[config.mk]
export PLATFORM = sky130hd
export DESIGN_NAME = rhh_ctrl
export DESIGN_NICKNAME = d
export VERILOG_FILES = /design/src/hdl/robin_hood_hash_table_assert.svh /design/src/hdl/rhh_pkg.sv /design/src/hdl/rhh_ctrl.sv
export SDC_FILE = /design/constraint.sdc
export NUM_CORES = 1
export LEC_CHECK = 0
export ABC_CLOCK_PERIOD_IN_PS = 1950
export BUFFER_PORTS_ARGS = -buffer_cell sky130_fd_sc_hd__buf_2
export CORE_MARGIN = 10
export CORE_UTILIZATION = 46
export DETAILED_ROUTE_END_ITERATION = 10
export GPL_TIMING_DRIVEN = 1
export PLACE_DENSITY_LB_ADDON = 0.15
export SLEW_MARGIN = 20
export SYNTH_ARGS = -nofsm -noshare
export SYNTH_HDL_FRONTEND = slang
export SYNTH_SLANG_ARGS = --single-unit
[constraint.sdc]
create_clock -name clk -period 1.95 [get_ports clk]
set_input_delay 0 -clock clk [delete_from_list [all_inputs] [get_ports clk]]
set_output_delay 0 -clock clk [all_outputs]
set_load 0.03 [all_outputs]
[src/hdl/robin_hood_hash_table_assert.svh]
// ----------------------------------------------------------------------------
// Robin Hood hash table assertion macros
// Shared property forms for the table's concurrent checks.
// ----------------------------------------------------------------------------
`ifndef ROBIN_HOOD_HASH_TABLE_ASSERT_SVH
`define ROBIN_HOOD_HASH_TABLE_ASSERT_SVH

// same-cycle implication
`define RHH_ASSERT_NOW(lbl, ante, cons) \
    lbl: assert property (@(posedge clk) disable iff (!rst_n) (ante) |-> (cons)) \
        else $error("rhh check failed");

// next-cycle implication
`define RHH_ASSERT_NXT(lbl, ante, cons) \
    lbl: assert property (@(posedge clk) disable iff (!rst_n) (ante) |=> (cons)) \
        else $error("rhh check failed");

`endif

[src/hdl/rhh_pkg.sv]
// ----------------------------------------------------------------------------
// rhh_pkg
// Codes, states and control/status bundles of the Robin Hood hash table.
// ----------------------------------------------------------------------------
`timescale 1ns / 1ps

package rhh_pkg;

    localparam logic [1:0] KIND_PUT    = 2'd0;
    localparam logic [1:0] KIND_GET    = 2'd1;
    localparam logic [1:0] KIND_REMOVE = 2'd2;
    localparam logic [1:0] KIND_NONE   = 2'd3;

    localparam logic [1:0] ST_OK       = 2'd0;
    localparam logic [1:0] ST_NOTFOUND = 2'd1;
    localparam logic [1:0] ST_FULL     = 2'd2;

    localparam logic [10:0] FILL_RESET = 11'd768;

    typedef enum logic [7:0] {
        S_CLEAR = 8'b0000_0001,
        S_IDLE  = 8'b0000_0010,
        S_HOME  = 8'b0000_0100,
        S_FRD   = 8'b0000_1000,
        S_FIND  = 8'b0001_0000,
        S_PRD   = 8'b0010_0000,
        S_PLACE = 8'b0100_0000,
        S_DONE  = 8'b1000_0000
    } state_t;

    typedef struct packed {
        logic load;
        logic clr_step;
        logic rem_step;
        logic probe_init;
        logic step;
        logic hit_write;
        logic place_write;
        logic set_notfound;
        logic set_full;
        logic set_found;
        logic set_repl;
        logic cnt_inc;
        logic cnt_dec;
        logic out_load;
    } cmd_t;

    typedef struct packed {
        logic       clr_last;
        logic       rem_done;
        logic       empty;
        logic       shorter;
        logic       tomb;
        logic       match;
        logic       find_last;
        logic       place_last;
        logic       full;
        logic       out_free;
        logic [1:0] kind;
    } stat_t;

endpackage

[src/hdl/rhh_ctrl.sv]
// ----------------------------------------------------------------------------
// rhh_ctrl
// Operation sequencer: clearing pass, home slot, lookup walk, insert walk.
// ----------------------------------------------------------------------------
`timescale 1ns / 1ps

module rhh_ctrl (
    input  logic          clk,
    input  logic          rst_n,
    input  logic          in_valid,
    output logic          in_stall,
    input  rhh_pkg::stat_t stat,
    output rhh_pkg::cmd_t  cmd
);
    import rhh_pkg::*;

    state_t state_reg, state_next;

    always_ff @(posedge clk or negedge rst_n)
    begin
        if (!rst_n)
        begin
            state_reg <= S_CLEAR;
        end
        else
        begin
            state_reg <= state_next;
        end
    end

    assign in_stall = (state_reg != S_IDLE);

    always_comb
    begin
        logic miss;
        cmd        = '0;
        state_next = state_reg;
        miss       = 1'b0;
        case (state_reg)
            S_CLEAR:
            begin
                cmd.clr_step = 1'b1;
                if (stat.clr_last)
                begin
                    state_next = S_IDLE;
                end
            end
            S_IDLE:
            begin
                if (in_valid)
                begin
                    cmd.load   = 1'b1;
                    state_next = S_HOME;
                end
            end
            S_HOME:
            begin
                if (stat.kind == KIND_NONE)
                begin
                    state_next = S_DONE;
                end
                else if (stat.rem_done)
                begin
                    cmd.probe_init = 1'b1;
                    state_next     = S_FRD;
                end
                else
                begin
                    cmd.rem_step = 1'b1;
                end
            end
            S_FRD:
            begin
                state_next = S_FIND;
            end
            S_FIND:
            begin
                if (stat.empty || stat.shorter)
                begin
                    miss = 1'b1;
                end
                else if (stat.match)
                begin
                    state_next = S_DONE;
                    case (stat.kind)
                        KIND_PUT:
                        begin
                            cmd.hit_write = 1'b1;
                            cmd.set_repl  = 1'b1;
                        end
                        KIND_GET:
                        begin
                            cmd.set_found = 1'b1;
                        end
                        default:
                        begin
                            cmd.hit_write = 1'b1;
                            cmd.cnt_dec   = 1'b1;
                        end
                    endcase
                end
                else if (stat.find_last)
                begin
                    miss = 1'b1;
                end
                else
                begin
                    cmd.step = 1'b1;
                end
                if (miss)
                begin
                    if (stat.kind != KIND_PUT)
                    begin
                        cmd.set_notfound = 1'b1;
                        state_next       = S_DONE;
                    end
                    else if (stat.full)
                    begin
                        cmd.set_full = 1'b1;
                        state_next   = S_DONE;
                    end
                    else
                    begin
                        cmd.probe_init = 1'b1;
                        state_next     = S_PRD;
                    end
                end
            end
            S_PRD:
            begin
                state_next = S_PLACE;
            end
            S_PLACE:
            begin
                if (stat.empty || (stat.shorter && stat.tomb))
                begin
                    cmd.place_write = 1'b1;
                    cmd.cnt_inc     = 1'b1;
                    state_next      = S_DONE;
                end
                else
                begin
                    cmd.place_write = stat.shorter;
                    if (stat.place_last)
                    begin
                        state_next = S_DONE;
                    end
                    else
                    begin
                        cmd.step = 1'b1;
                    end
                end
            end
            S_DONE:
            begin
                if (stat.out_free)
                begin
                    cmd.out_load = 1'b1;
                    state_next   = S_IDLE;
                end
            end
            default:
            begin
                state_next = S_CLEAR;
            end
        endcase
    end

endmodule

==> results.yml <==
clock_tree:
  cts.sinks: 8
  cts_tree: "yes"
  cts-root-buf: "clkbuf_4"
  h-tree-depth: 1
  worst_skew_pair.late_latency_ns: 0.27
  cts_buffer_depth: 2
  numCtsBuffers: 3
  path_clk_slew_ns: 0.06
yosys:
  yosysWarnings: 0
  synth_top_family_by_area: "simple AND/OR/NAND/NOR gates"
  synth-simple-area-share: 0.441
  synth_cell_types: 36
  synthAdderAreaFrac: 0
  synth_fp_nets: 91
  synth_seq_area_share: 0.290
  synthCells: 76
  netlist_area_sq_um: 696
  muxShareOfSynthArea: 0
  synthXorXnorAreaFrac: 0.0378
  synth_top_area_share: 0.252
  synth-seq-cells: 8
  synth.avg_cell_area_sq_um: 9.15
  synth_compound_area_frac: 0.210
  synthTopCellsByArea: "dfrtp_1 (25%), nor4_4 (6.1%), nor2_1 (5.4%), o41ai_4 (4.0%), dfstp_2 (3.8%)"
  synth_area_leader_cell: "dfrtp_1"
timing:
  fmax_ghz: 0.534
  slew_violations: 0
  maxSlewHeadroom: 0.768
  finalSetupViolations: 0
  fin_crit_sh: 0.961
  hold_viol: 0
  worstMarginPinSlew_ns: 0.346
  fin_worst_skew_ns: 0.00235
  layout_min_cycle_time_ns: 1.87
finish:
  mostFrequentLayoutCells: "buf_2 (24), buf_4 (9), nor2_1 (8), dlygate4sd3_1 (7), dfrtp_1 (5)"
  drive_gt1_frac: 0.451
  diodes: 0
  fin_nets: 138
  ff_latch_area_sq_um: 204
  largest_reg_flops: 8
  fillers: 97
  final_common_cell: "buf_2"
  multi_input_area_sq_um: 498
  areaGrowthSynthToFinish_pct: 49.3
  post-route-cell-area_sq_um: 1040
detailed_routing:
  firstDrtPassIters: 4
  ant_nets: 0
  finalWirelength_microns: 2430
  viasPerCell: 5.99
  vias: 820
  drc_errors: 0
  drtIter0Drc: 40
  wire_per_inst_microns: 17.7
global_route:
  overflow: 0
  grt_pass1_wl_microns: 3850
  grt_usage: 0.139
  grt_antenna_before_repair: 0
  grt_pass1_vias: 840
  grt_max_degree: 9
status:
  status: "finished clean"
setup_path:
  r2r_start: "state_reg[1]"
  startpoint: "state_reg[1]"
  cp_max_fo: 7
  crit_type: "reg -> out"
  r2r_setup_slack_ns: 0.32
  cp-start-kind: "flop"
  critPathRequiredTime_ns: 1.95
  reg2reg_depth: 6
  critPathArrivalTime_ns: 1.87
  critPathCapture: "cmd[9]"
  critPathCaptureType: "output port"
  worst_r2r_endpoint: "state_reg[7]"
run:
  maxCapViolCount: 0
floorplan:
  rows: 13
  die_area_sq_um: 3470
  start_util: 0.509
  die_h_microns: 58.9
  core_sq_um: 1370
  io_pins: 30
  die_x_microns: 58.9
power_and_ir_drop:
  p_per_area_nw_per_um2: 804
  p_leak_nw: 0.572
  ir_drop_mv: 0.581
  p_total_mw: 0.835
placed_design:
  post-dp-hpwl_microns: 1730
  place_congestion: 0.890
  portBuffers: 29
  place_area_sq_um: 867
worst_hold_path:
  hold_class: "in -> reg"
  hold_start: "stat[3]"
[worst min path at each step]
stage              endpoint  slack [ns]  cells after the start
5_1_grt        state_reg[5]        0.07                      3
6_report       state_reg[5]        0.04                      3
4_1_cts        state_reg[5]        0.01                      3
3_3_place_gp   state_reg[2]       -0.14                      1
2_1_floorplan  state_reg[1]       -0.30                      0
3_5_place_dp   state_reg[2]       -0.14                      1
[critical path: stages, from the launching register on]
cell,delay (ns)
dfrtp_2,0.47
nor4_4,0.34
buf_4,0.17
buf_4,0.12
nand4_1,0.17
o41ai_4,0.13
buf_6,0.19
[per-layer routing]
metal,share of wire,vias to the layer above,GRT usage
li1,-,385,-
met1,0.39,390,0.164
met2,0.53,42,0.233
met3,0.073,3,0.0536
met4,0.0070,0,0.0262
met5,0,-,0
[metrics by stage]
step,hold WS (ns),setup TNS [ns],utilization,std cells,setup WS [ns]
detailed placement,-0.143,0,0.635,121,0.200
global placement,-0.145,0,0.635,121,0.252
CTS,0.00992,0,0.715,133,0.00105
global route,0.0747,-0.116,0.760,137,-0.0371
finish,0.0422,0,0.760,137,0.0759
floorplan,-0.296,0,-,76,0.0245
[power by group]
group	internal, mW	leakage (nW)	switching (mW)
Clock	0.0792	0.0150	0.0707
Sequential	0.204	0.104	0.0637
Combinational	0.193	0.453	0.225
[area by class of cell]
type | instances | area share
multi-input cells | 64 | 0.480
repair buffers | 42 | 0.266
flip-flops and latches | 8 | 0.196
clock buffers | 4 | 0.0253
well taps | 15 | 0.0181
inverters | 4 | 0.0145
[cell usage after synthesis]
| cell type | number |
|---|---|
| nor2_1 | 10 |
| dfrtp_1 | 7 |
| inv_1 | 4 |
| nor3_1 | 4 |
| a21oi_1 | 3 |
| and3_1 | 3 |
| nand2_1 | 3 |
| nand3_1 | 3 |
| nor2b_1 | 3 |
| xor2_1 | 3 |
| a31oi_1 | 2 |
| and2_1 | 2 |
| and4b_1 | 2 |
| nand4b_1 | 2 |
| nor4_4 | 2 |
| o22ai_1 | 2 |
| or2_1 | 2 |
| a2111o_1 | 1 |
| a211oi_1 | 1 |
| a31o_2 | 1 |
| a32oi_1 | 1 |
| and3_2 | 1 |
| and3b_1 | 1 |
| dfstp_2 | 1 |
| nand2b_1 | 1 |
| nand4_1 | 1 |
| nand4b_4 | 1 |
| nor3b_2 | 1 |
| nor4b_1 | 1 |
| o21a_1 | 1 |
| o21ai_0 | 1 |
| o22ai_2 | 1 |
| o2bb2ai_1 | 1 |
| o41ai_1 | 1 |
| o41ai_4 | 1 |
| or2_2 | 1 |
[kinds of logic (layout without fill, tap and decap cells)]
group,count (synthesis),count (layout)
and+or+nand+nor,44,44
xor gates and xnor gates,3,3
DFF,8,8
buffers and inverters,4,50
AOI/OAI and AO/OA,17,17
[repair_timing]
| action | 4_1_cts | 5_1_grt |
|---|---|---|
| hold buffers | 7 | 0 |
| setup buffers | 1 | 4 |
| gates cloned | 0 | 0 |
| pin swaps | 2 | 4 |
| gates resized for setup | 3 | 12 |
| setup endpoints to repair | 5 | 8 |
| hold endpoints to repair | 13 | 0 |
No activity file was read; power rests on OpenSTA's default activity.
